==> config.mk <==
export PLATFORM = sky130hd
export DESIGN_NAME = cpu_interrupt_and_branch_control_unit
export DESIGN_NICKNAME = d
export VERILOG_FILES = /design/src/rtl/cibc_pkg.sv /design/src/rtl/cpu_interrupt_and_branch_control_unit.sv
export SDC_FILE = /design/constraint.sdc
export NUM_CORES = 1
export LEC_CHECK = 0
export BUFFER_PORTS_ARGS = -buffer_cell sky130_fd_sc_hd__buf_2
export CAP_MARGIN = 20
export CORE_AREA = 3 3 143 145
export CTS_BUF_LIST = sky130_fd_sc_hd__clkbuf_4 sky130_fd_sc_hd__clkbuf_8 sky130_fd_sc_hd__clkbuf_16
export DETAILED_ROUTE_END_ITERATION = 10
export DIE_AREA = 0 0 146 148
export PLACE_DENSITY = 0.76
export REMOVE_ABC_BUFFERS = 1
export SLEW_MARGIN = 20
export SYNTH_ARGS = -nofsm -noshare
export SYNTH_HDL_FRONTEND = slang
export SYNTH_SLANG_ARGS = --single-unit
==> constraint.sdc <==
create_clock -name clk -period 4.4 [get_ports clk]
set_clock_uncertainty 0.15 [all_clocks]
set_input_delay 0.22 -clock clk [delete_from_list [all_inputs] [get_ports clk]]
set_output_delay 0.22 -clock clk [all_outputs]
set_load 0.1 [all_outputs]
==> src/rtl/cibc_pkg.sv <==
`timescale 1ns / 1ps
// ----------------------------------------------------------------------------
// cibc_pkg
// Payload types and fixed codes of the interrupt and branch control unit.
// ----------------------------------------------------------------------------
package cibc_pkg;

  // Commands carried by an input item.
  localparam logic [1:0] CMD_TICK     = 2'd0;
  localparam logic [1:0] CMD_WR_IE    = 2'd1;
  localparam logic [1:0] CMD_WR_IF    = 2'd2;
  localparam logic [1:0] CMD_REQUEST  = 2'd3;

  // Instruction classes.
  localparam logic [3:0] FOP_OTHER    = 4'd0;
  localparam logic [3:0] FOP_JP_CC    = 4'd1;
  localparam logic [3:0] FOP_JP_HL    = 4'd2;
  localparam logic [3:0] FOP_JP       = 4'd3;
  localparam logic [3:0] FOP_JR_CC    = 4'd4;
  localparam logic [3:0] FOP_JR       = 4'd5;
  localparam logic [3:0] FOP_CALL_CC  = 4'd6;
  localparam logic [3:0] FOP_CALL     = 4'd7;
  localparam logic [3:0] FOP_RET      = 4'd8;
  localparam logic [3:0] FOP_RET_CC   = 4'd9;
  localparam logic [3:0] FOP_RST      = 4'd10;
  localparam logic [3:0] FOP_EI_DI    = 4'd11;
  localparam logic [3:0] FOP_RETI     = 4'd12;
  localparam logic [3:0] FOP_HALT     = 4'd13;
  localparam logic [3:0] FOP_NOP      = 4'd14;
  localparam logic [3:0] FOP_UNKNOWN  = 4'd15;

  // Branch conditions in opcode bits 4:3.
  localparam logic [1:0] CC_NZ        = 2'd0;
  localparam logic [1:0] CC_Z         = 2'd1;
  localparam logic [1:0] CC_NC        = 2'd2;
  localparam logic [1:0] CC_C         = 2'd3;

  // Stack requests.
  localparam logic [1:0] STK_NONE     = 2'd0;
  localparam logic [1:0] STK_PUSH     = 2'd1;
  localparam logic [1:0] STK_POP      = 2'd2;

  // Kinds of step reported with each result.
  localparam logic [2:0] KIND_BUSY    = 3'd0;
  localparam logic [2:0] KIND_HALTED  = 3'd1;
  localparam logic [2:0] KIND_INSN    = 3'd2;
  localparam logic [2:0] KIND_IRQ     = 3'd3;
  localparam logic [2:0] KIND_REG     = 3'd4;

  localparam logic [15:0] VECTOR_BASE = 16'h0040;
  localparam logic [7:0]  BUSY_MAX    = 8'd255;
  localparam logic [3:0]  IDLE_RESET  = 4'd4;

  typedef struct packed {
    logic [1:0]  cmd;
    logic [2:0]  req_line;
    logic [7:0]  wdata;
    logic [3:0]  flow_op;
    logic [7:0]  opcode;
    logic [1:0]  length;
    logic [2:0]  base_cycles;
    logic [1:0]  extra_cycles;
    logic [15:0] immediate;
    logic [15:0] hl_value;
    logic [1:0]  zc_flags;
    logic [15:0] pop_value;
  } in_item_t;

  typedef struct packed {
    logic [15:0] pc_out;
    logic [1:0]  stack_op;
    logic [15:0] push_value;
    logic [2:0]  step_kind;
    logic        error_flag;
    logic        ime_out;
    logic        halted_out;
    logic [7:0]  enable_bits;
    logic [7:0]  flag_bits;
  } out_item_t;

endpackage

==> src/rtl/cpu_interrupt_and_branch_control_unit.sv <==
`timescale 1ns / 1ps
// ----------------------------------------------------------------------------
// cpu_interrupt_and_branch_control_unit
// Interrupt dispatch and control-flow sequencing for a small 8-bit CPU.
// ----------------------------------------------------------------------------
// Usage:
//   The input channel (in_valid/in_ready/in_data) carries one command item:
//   a tick with the decoded flow instruction, a write of IE or IF, or an
//   interrupt request. Each accepted item yields exactly one result item on
//   the output channel (out_valid/out_ready/out_data): the new PC, a stack
//   push or pop request, the kind of step and the interrupt state.
//   The cfg channel writes the busy cycles spent on taking an interrupt; it
//   is always ready. The user must write it only while the unit is idle;
//   the unit does not enforce this. One item is taken per cycle while
//   in_ready is high; the whole step (priority encode, condition test,
//   next PC) is one combinational pass ahead of the result register.
//   When the receiver stalls, the unit still takes one more item into a
//   skid register and then drops in_ready until the output drains.
//   Synchronous reset clears PC, IME, halt, busy count, IE and IF, sets the
//   interrupt busy count to 4 and empties the output side.
// ----------------------------------------------------------------------------
module cpu_interrupt_and_branch_control_unit
  import cibc_pkg::*;
#(
  parameter int NUM_SOURCES = 5
) (
  input  logic      clk,
  input  logic      rst_n,
  input  logic      in_valid,
  output logic      in_ready,
  input  in_item_t  in_data,
  output logic      out_valid,
  input  logic      out_ready,
  output out_item_t out_data,
  input  logic      cfg_valid,
  output logic      cfg_ready,
  input  logic [3:0] cfg_data
);

  localparam logic [7:0] LINE_MASK = 8'((9'd1 << NUM_SOURCES) - 9'd1);
  localparam logic [3:0] NUM_SRC_W = 4'(NUM_SOURCES);

  logic [15:0] pc_r, pc_nxt;
  logic        ime_r, ime_nxt;
  logic        halt_r, halt_nxt;
  logic [7:0]  busy_r, busy_nxt;
  logic [7:0]  ie_r, ie_nxt;
  logic [7:0]  if_r, if_nxt;
  logic [3:0]  idle_r;

  logic        out_valid_r, skid_valid_r;
  out_item_t   out_data_r, skid_data_r, res;

  logic        in_fire;
  logic        out_free;
  logic [7:0]  live;
  logic [2:0]  irq_idx;
  logic [15:0] next_pc, rel_pc;
  logic        cond_ok;
  logic [4:0]  busy_add;
  logic [8:0]  busy_sum;

  assign in_ready  = ~skid_valid_r;
  assign in_fire   = in_valid & in_ready;
  assign out_free  = out_ready | ~out_valid_r;
  assign out_valid = out_valid_r;
  assign out_data  = out_data_r;
  assign cfg_ready = 1'b1;

  assign live    = ie_r & if_r & LINE_MASK;
  assign next_pc = pc_r + 16'(in_data.length);
  assign rel_pc  = next_pc + {{8{in_data.immediate[7]}}, in_data.immediate[7:0]};

  // Lowest pending line wins.
  always_comb begin
    irq_idx = '0;
    for (int i = 7; i >= 0; i--) begin
      if (live[i]) begin
        irq_idx = 3'(i);
      end
    end
  end

  always_comb begin
    unique case (in_data.opcode[4:3])
      CC_NZ:   cond_ok = ~in_data.zc_flags[1];
      CC_Z:    cond_ok = in_data.zc_flags[1];
      CC_NC:   cond_ok = ~in_data.zc_flags[0];
      CC_C:    cond_ok = in_data.zc_flags[0];
      default: cond_ok = 1'b0;
    endcase
  end

  always_comb begin
    pc_nxt   = pc_r;
    ime_nxt  = ime_r;
    halt_nxt = halt_r;
    ie_nxt   = ie_r;
    if_nxt   = if_r;
    busy_add = '0;
    busy_sum = '0;
    res      = '0;
    busy_nxt = busy_r;

    unique case (in_data.cmd)
      CMD_WR_IE: begin
        ie_nxt        = in_data.wdata;
        res.step_kind = KIND_REG;
      end
      CMD_WR_IF: begin
        if_nxt        = in_data.wdata;
        res.step_kind = KIND_REG;
      end
      CMD_REQUEST: begin
        if ({1'b0, in_data.req_line} < NUM_SRC_W) begin
          if_nxt = if_r | (8'd1 << in_data.req_line);
        end
        res.step_kind = KIND_REG;
      end
      default: begin
        if (busy_r != 8'd0) begin
          busy_nxt      = busy_r - 8'd1;
          res.step_kind = KIND_BUSY;
        end else if (halt_r && live == 8'd0) begin
          res.step_kind = KIND_HALTED;
        end else begin
          halt_nxt = 1'b0;
          if (ime_r && live != 8'd0) begin
            ime_nxt        = 1'b0;
            if_nxt         = if_r & ~(8'd1 << irq_idx);
            res.stack_op   = STK_PUSH;
            res.push_value = pc_r;
            pc_nxt         = VECTOR_BASE + {10'd0, irq_idx, 3'd0};
            busy_add       = {1'b0, idle_r};
            res.step_kind  = KIND_IRQ;
          end else begin
            res.step_kind = KIND_INSN;
            pc_nxt        = next_pc;
            case (in_data.flow_op)
              FOP_JP_CC: begin
                if (cond_ok) begin
                  pc_nxt   = in_data.immediate;
                  busy_add = {3'd0, in_data.extra_cycles};
                end
              end
              FOP_JP_HL: pc_nxt = in_data.hl_value;
              FOP_JP:    pc_nxt = in_data.immediate;
              FOP_JR_CC: begin
                if (cond_ok) begin
                  pc_nxt   = rel_pc;
                  busy_add = {3'd0, in_data.extra_cycles};
                end
              end
              FOP_JR:    pc_nxt = rel_pc;
              FOP_CALL_CC: begin
                if (cond_ok) begin
                  res.stack_op   = STK_PUSH;
                  res.push_value = next_pc;
                  pc_nxt         = in_data.immediate;
                  busy_add       = {3'd0, in_data.extra_cycles};
                end
              end
              FOP_CALL: begin
                res.stack_op   = STK_PUSH;
                res.push_value = next_pc;
                pc_nxt         = in_data.immediate;
              end
              FOP_RET: begin
                res.stack_op = STK_POP;
                pc_nxt       = in_data.pop_value;
              end
              FOP_RET_CC: begin
                if (cond_ok) begin
                  res.stack_op = STK_POP;
                  pc_nxt       = in_data.pop_value;
                  busy_add     = {3'd0, in_data.extra_cycles};
                end
              end
              FOP_RST: begin
                res.stack_op   = STK_PUSH;
                res.push_value = next_pc;
                pc_nxt         = {10'd0, in_data.opcode[5:3], 3'd0};
              end
              FOP_EI_DI: ime_nxt = in_data.opcode[3];
              FOP_RETI: begin
                ime_nxt      = 1'b1;
                res.stack_op = STK_POP;
                pc_nxt       = in_data.pop_value;
              end
              FOP_HALT:  halt_nxt = 1'b1;
              FOP_UNKNOWN: begin
                // An unknown class leaves the PC and the busy count alone.
                pc_nxt         = pc_r;
                res.error_flag = 1'b1;
              end
              default: ;
            endcase
            if (in_data.flow_op != FOP_UNKNOWN && in_data.base_cycles != 3'd0) begin
              busy_add = busy_add + {2'd0, 3'(in_data.base_cycles - 3'd1)};
            end
          end
          busy_sum = {1'b0, busy_r} + {4'd0, busy_add};
          busy_nxt = busy_sum[8] ? BUSY_MAX : busy_sum[7:0];
        end
      end
    endcase

    res.pc_out      = pc_nxt;
    res.ime_out     = ime_nxt;
    res.halted_out  = halt_nxt;
    res.enable_bits = ie_nxt;
    res.flag_bits   = if_nxt;
  end

  always_ff @(posedge clk) begin
    if (!rst_n) begin
      pc_r         <= '0;
      ime_r        <= 1'b0;
      halt_r       <= 1'b0;
      busy_r       <= '0;
      ie_r         <= '0;
      if_r         <= '0;
      idle_r       <= IDLE_RESET;
      out_valid_r  <= 1'b0;
      skid_valid_r <= 1'b0;
    end else begin
      if (cfg_valid) begin
        idle_r <= cfg_data;
      end
      if (in_fire) begin
        pc_r   <= pc_nxt;
        ime_r  <= ime_nxt;
        halt_r <= halt_nxt;
        busy_r <= busy_nxt;
        ie_r   <= ie_nxt;
        if_r   <= if_nxt;
      end
      if (out_free) begin
        out_valid_r  <= skid_valid_r | in_fire;
        skid_valid_r <= 1'b0;
      end else if (in_fire) begin
        skid_valid_r <= 1'b1;
      end
    end
  end

  always_ff @(posedge clk) begin
    if (out_free) begin
      out_data_r <= skid_valid_r ? skid_data_r : res;
    end else if (in_fire) begin
      skid_data_r <= res;
    end
  end

endmodule

==> results by group, run 1 <==
Run status
  – Status: finished clean

GRT
  – Vias in the first global route: 7972
  – All-Layer GR Usage: 0.2458
  – Global-route wire length before repair: 42950 um
  – Grt ovf: 0
  – Initial antenna violation count: 1
  – Pin count of the biggest net entering global routing: 59

Clock tree
  – CTS tree: yes
  – Post-CTS Setup Bufs: 0
  – Longest Clk Path Bufs: 2
  – Clock Latency Late Sink: 0.43 ns
  – H-tree Lvls: 4
  – Total clock sinks: 160
  – CTS buffer count: 17
  – CTS root buffer: clkbuf_16
  – CTS clk-pin slew, worst paths: 0.07 ns

Critical path
  – Crit start category: flip-flop
  – Worst EP required: 4.42 ns
  – Arr. time, crit path: 4.19 ns
  – Critical path type: flip-flop to flip-flop
  – Worst Setup SP: pc_r[0]
  – RR Startpoint: pc_r[0]
  – R2R Setup Slk: 0.23 ns
  – Critical-path maximum fanout: 5
  – Worst reg-to-reg path cell count: 16
  – Crit path capture type: flip-flop

STA
  – Slew Limit Headroom: 0.2448
  – Total Neg Setup Slack: 0 ns
  – Final worst-path cycle share: 0.9477
  – Max-slew violation count: 0
  – Final setup fails: 0
  – RSZ-0062 raised after global routing: false
  – Worst Tran Pin Value: 1.130 ns
  – Fmax: 0.2398 GHz
  – Final WS setup: 0.2301 ns
  – Final hold viol count: 0
  – Tmin final: 4.170 ns

Final layout
  – Share of layout cells above drive strength 1: 0.2369
  – Final Instance Area: 11580 um2
  – Fillers: 1692
  – Area Growth Syn to Fin: 16.35%
  – Layout Nets: 1296

Synth
  – Yosys warns: 0
  – Primary FF master, synth: edfxtp_1
  – Yosys cell types: 101
  – Largest family of logic cells by synthesized area: compound AO/OA/AOI/OAI gates
  – Instance count of the mapped netlist: 1044
  – Compound-cell area share of the yosys netlist: 0.1849
  – Mapped Area: 9953 um2
  – Share of flip-flops with an asynchronous set or reset: 0
  – Mux cell area share after synthesis: 0.06336
  – Synth Area in Simple Gates: 0.1840
  – Top cells by area, synth: edfxtp_1, dfxtp_1, nand2_1
  – Register area share after synthesis: 0.4344
  – Synth Area in Adders: 0.04324
  – Synth top area share: 0.3379
  – Synth area leader: edfxtp_1
  – Syn_area_per_cell: 9.534 um2
  – Flops & latches, synth: 160
  – XOR/XNOR Fraction of Synth Area: 0.04337
  – EDFF count, synth: 112

Drt
  – Drt initial violations: 869
  – Drt pass-1 iters: 5
  – DRC Markers: 0
  – Drt wl/cell: 18.65 um
  – Vias: 8593
  – Antenna viol nets, final: 0
  – Vias/cell: 5.918
  – Final WL: 27070 um

Die
  – Num rows: 51
  – Die height: 148 um
  – Die width: 146 um
  – Initial Util: 0.5148
  – Die area: 21610 um2
  – Num ports: 150
  – CORE AREA: 19330 um2

Placed design
  – HPWL after DPL: 19240 um
  – PortBufs: 143
  – Placer Congestion: 0.9638
  – Placed inst area: 10830 um2
  – Place WS: 0.2468 ns

Power and ir drop
  – Maximum VDD drop: 181.7 uV
  – PwrDens: 381.3 nW/um2
  – Static leakage: 4.835 nW

Worst hold path
  – Beginning of the worst hold path: in_data[74]
  – Hold depth: 2
  – Class of the worst hold path: input pin to flip-flop

Run
  – Max-cap viol count: 0
[power by group]
part	leakage [nW]	total, mW	switching [mW]	internal, mW
combinational	3.00	1.16	0.855	0.310
sequential	1.55	1.77	0.0492	1.72
clock	0.287	1.49	0.676	0.811
total	4.84	4.42	1.58	2.84
[final cells by class]
cell class              count  area, um2  share of cell area
clock inverters            15      172.7             0.01491
clock buffers              17      425.4             0.03673
repair buffers            178       1011             0.08729
flip-flops and latches    160       4324              0.3734
inverters                  31      118.9             0.01026
multi-input cells         785       5195              0.4486
well taps                 265      331.6             0.02863
diodes                      1      2.502           0.0002161
[worst max-delay path, cell delays in order, from the launching register on]
cell     delay [ns]
dfxtp_1        0.40
ha_1           0.22
fa_1           0.22
nand3_2        0.16
or3_1          0.43
nor2_1         0.15
xnor2_1        0.19
inv_1          0.08
ha_1           0.30
and3_1         0.20
a211o_1        0.27
nand2_1        0.08
a31oi_2        0.05
o211a_1        0.23
o31ai_1        0.35
nand2_1        0.15
mux2_2         0.28
[final timing paths]
path,to
worst min-delay path,skid_data_r[5]
worst max register to register,out_data[55]
worst max-delay path,out_data[55]
worst min register to register,ie_r[5]
[cells in the final DEF, fill, tap and decap left out, drive strengths merged, types with 16 or more instances in the layout]
master,count
a21o,16
a21oi,61
buf,165
clkbuf,17
dfxtp,48
edfxtp,112
ha,28
inv,38
mux2,42
nand2,131
nand3,21
nor2,124
nor3,27
o21ai,46
o31ai,28
xnor2,28
xor2,17
[registers in the layout, indices dropped and copies added, names as in the netlist]
| name | count |
|---|---|
| busy_r | 8 |
| if_r | 8 |
| out_data | 56 |
| halt_r | 1 |
| skid_valid_r | 1 |
| ime_r | 1 |
| ie_r | 8 |
| out_valid | 1 |
| idle_r | 4 |
| pc_r | 16 |
| skid_data_r | 56 |
[logic make-up (layout without fill, tap and decap cells)]
family                   count (synthesis)  in the layout
AND/OR/NAND/NOR                        384            384
AO/OA/AOI/OAI                          265            265
flip-flops                             160            160
buffers and inverters                   99            241
multiplexers                            57             57
XOR/XNOR                                46             46
adder cells (fa/ha/maj)                 32             32
other                                    1              2
[through the flow]
| step | instances | hold slack, ns | total power [mW] | util |
|---|---|---|---|---|
| 4_1_cts | 1451 | 0.0003852 | 4.418 | 0.5980 |
| 2_1_floorplan | 976 | 0.1319 | 2.652 | - |
| 3_3_place_gp | 1406 | 0.2917 | 2.923 | 0.5603 |
| 5_1_grt | 1452 | 0.01025 | 4.571 | 0.5990 |
| 6_report | 1452 | 0.007951 | 4.416 | 0.5990 |
| 3_5_place_dp | 1406 | 0.2913 | 2.936 | 0.5603 |
[repair_timing]
action | in CTS | in global routing
hold buffers | 13 | 0
endpoints found under the hold margin | 9 | 0
resized for setup | 0 | 3
endpoints found under the setup margin | 0 | 2
[cells in the mapped netlist (5+ instances only)]
master	instances
clkbuf_1	31
nand2_1	128
a21oi_1	60
nand3_1	19
ha_1	28
xnor2_1	26
buf_4	10
o31ai_1	27
buf_1	8
mux2_2	41
nor2b_1	5
xor2_1	17
a21o_1	15
inv_1	26
nand4_1	8
a22o_1	8
nor3_1	26
nor2_1	121
o21a_1	7
and2_1	8
edfxtp_1	112
o21ai_0	37
a31oi_1	11
a22oi_1	15
o211ai_1	7
buf_2	15
mux2i_1	14
or3_1	5
o21ai_1	7
o22ai_1	5
a32o_1	5
nand2b_1	10
and3_1	14
a221o_1	5
a211oi_1	10
dfxtp_1	48
a221oi_1	5
[metal layers]
| layer | vias to the layer above | track usage | routed length, um |
|---|---|---|---|
| li1 | 4102 | - | - |
| met1 | 4054 | 0.3635 | 12340 |
| met2 | 392 | 0.3780 | 12110 |
| met3 | 45 | 0.04047 | 2043 |
| met4 | 0 | 0.06491 | 576 |
| met5 | - | 0 | 0 |
Note: power is estimated with default switching activity, not from simulation.
==> inputs of run 2 (changes only) <==
--- a/config.mk
+++ b/config.mk
@@ -13,6 +13,7 @@
 export DIE_AREA = 0 0 146 148
 export PLACE_DENSITY = 0.76
 export REMOVE_ABC_BUFFERS = 1
+export SETUP_SLACK_MARGIN = 0.3
 export SLEW_MARGIN = 20
 export SYNTH_ARGS = -nofsm -noshare
 export SYNTH_HDL_FRONTEND = slang
==> run 2 against run 1 <==
  * Maximum frequency is 3.5% higher
  * Clock power hardly changed
  * Non-clock buffer count stayed put
  * Register-to-register slack better by 0.14 ns
  * Final area is 0.51% higher
  * Critical path type unchanged
==> results by group, run 2 (same netlist as run 1, synthesis figures left out) <==
Drt
  – Antenna viol nets, final: 0
  – M1 WL: 12390 um
  – Met2 wire len: 12220 um
  – Vias: 8589
  – WL met3: 2111 um
  – Final WL: 27200 um
  – Drt pass-1 iters: 5
  – Drt wl/cell: 18.73 um
  – Uppermost routed layer: met4
  – Drt initial violations: 857
  – DRC Markers: 0
  – Vias/cell: 5.915

Run status
  – Status: finished clean

Critical path
  – Worst path cell trace: ha_1 > fa_1 > nand3_2 > or3_4 > nor2_2 > xnor2_2 > inv_1 > ha_1 > and3_1 > a211o_1 > nand2_1 > a31oi_2 > o211a_1 > o31ai_2 > nand2_1 > mux2_2
  – Arr. time, crit path: 4.05 ns
  – Worst Setup SP: pc_r[0]
  – Worst EP required: 4.42 ns
  – Crit path buf inv count: 1
  – R2R Setup Slk: 0.37 ns
  – Critical-path maximum fanout: 5
  – Crit-path slowest cell: or3_4
  – Top delay family on crit path: simple AND/OR/NAND/NOR gates
  – RR Startpoint: pc_r[0]
  – Reg-to-reg endpoint: out_data[55]
  – Crit start category: flip-flop
  – Crit path capture type: flip-flop
  – Worst path max stage delay: 0.43 ns
  – Critical path depth: 16
  – Crit path to: out_data[55]
  – Worst reg-to-reg path cell count: 16
  – Critical path type: flip-flop to flip-flop

Clock tree
  – CTS tree: yes
  – H-tree Lvls: 4
  – CTS clk-pin slew, worst paths: 0.07 ns
  – Post-CTS Setup Bufs: 0
  – CTS buffer count: 17
  – Longest Clk Path Bufs: 2
  – Total clock sinks: 160
  – Clock Latency Late Sink: 0.43 ns
  – CTS root buffer: clkbuf_16

Die
  – CORE AREA: 19330 um2
  – Num rows: 51
  – Die height: 148 um
  – Die area: 21610 um2
  – Die width: 146 um
  – Num ports: 150
  – Initial Util: 0.5148

STA
  – Fmax: 0.2482 GHz
  – Max-slew violation count: 0
  – Slew Limit Headroom: 0.2367
  – Tmin final: 4.029 ns
  – Final worst-path cycle share: 0.9158
  – Worst Tran Pin Value: 1.142 ns
  – RSZ-0062 raised after global routing: true
  – Final setup fails: 0
  – Total Neg Setup Slack: 0 ns
  – Final hold viol count: 0

Placed design
  – Placed inst area: 10830 um2
  – Placed insts: 1406
  – PortBufs: 143
  – HPWL after DPL: 19240 um
  – Placer Congestion: 0.9638

Power and ir drop
  – Internal power: 2.838 mW
  – Sw power: 1.582 mW
  – Maximum VDD drop: 181.3 uV
  – Combinational Power Share: 0.265
  – Sequential Power Share: 0.399
  – Sw Share: 0.3579
  – Clk pwr share: 0.336
  – PwrDens: 379.7 nW/um2
  – Static leakage: 4.866 nW

Final layout
  – Layout Nets: 1296
  – Commonest non-fill, non-tap cell in the layout: buf_2
  – Non-Filler Instances: 1452
  – Fillers: 1680
  – Final Instance Area: 11640 um2
  – Area Growth Syn to Fin: 16.95%
  – Share of layout cells above drive strength 1: 0.2454
  – Most frequent cells in the layout: buf_2, nand2_1, nor2_1

Worst hold path
  – Class of the worst hold path: input pin to flip-flop
  – Beginning of the worst hold path: in_data[70]

GRT
  – All-Layer GR Usage: 0.2458
  – Pin count of the biggest net entering global routing: 59
  – Grt ovf: 0
  – Global-route wire length before repair: 42960 um
  – Vias in the first global route: 7976
  – Initial antenna violation count: 1

Run
  – Max-cap viol count: 0
-- run 2: changes by cell type in the layout (fill, tap and decap cells not counted), moves of 2 or more --
cell,change
xnor2_1,-2
xnor2_2,+2
o31ai_1,-2
o31ai_2,+2
-- run 2: power groups by stage --
stage	sequential, mW	combinational, mW	clock [mW]
2_1_floorplan	2.20	0.450	0
4_1_cts	1.77	1.16	1.50
3_5_place_dp	1.80	1.14	0
3_3_place_gp	1.80	1.13	0
5_1_grt	1.78	1.24	1.56
6_report	1.77	1.17	1.49
-- run 2: per-layer routing --
metal  global-route usage  vias to the layer above
met1               0.3633                     4075
met5                    0                        -
met2               0.3782                      373
met3              0.04047                       43
met4              0.06491                        0
li1                     -                     4098
-- run 2: through the flow --
| stage | utilization | total power, mW | setup slack [ns] | hold slack [ns] |
|---|---|---|---|---|
| final | 0.6020 | 4.420 | 0.3706 | 0.007952 |
| after global routing | 0.6020 | 4.576 | 0.2025 | 0.01025 |
| after CTS | 0.5985 | 4.419 | 0.3524 | 0.0003852 |
| after detailed placement | 0.5603 | 2.936 | 0.2468 | 0.2913 |
| after global placement | 0.5603 | 2.923 | 0.3047 | 0.2917 |
| after floorplan | - | 2.652 | -1.274 | 0.1319 |
-- run 2: cell type report --
cell class              count  area, um2  area share
flip-flops and latches    160       4325      0.3716
clock buffers              17      425.4     0.03655
multi-input cells         785       5253      0.4513
inverters                  31      118.9     0.01021
diodes                      1      2.502   0.0002150
repair buffers            178       1011     0.08685
well taps                 265      331.6     0.02849
clock inverters            15      172.7     0.01483
-- run 2: how the worst min path moves through the flow --
stage / endpoint / slack [ns] / depth (start not counted)
finish: skid_data_r[9] / 0.008 / 2
floorplan: idle_r[2] / 0.13 / 1
global route: skid_data_r[9] / 0.01 / 2
CTS: skid_data_r[5] / 0.0004 / 2
global placement: idle_r[2] / 0.29 / 3
detailed placement: idle_r[2] / 0.29 / 3
-- run 2: timing repair --
item,CTS,global route
hold buffers,13,0
endpoints found under the setup margin,1,12
hold endpoints to repair,9,0
gates resized for setup,2,12
pin swaps,0,2
-- run 2: worst register-to-register path: cells and delay by family, from the launching register on --
family | cells | cell delay, ns
AO/OA/AOI/OAI | 4 | 0.85
flip-flops | 1 | 0.36
adder cells (fa/ha/maj) | 3 | 0.72
buffers and inverters | 1 | 0.08
XOR/XNOR | 1 | 0.16
AND/OR/NAND/NOR | 6 | 1.19
multiplexers | 1 | 0.27
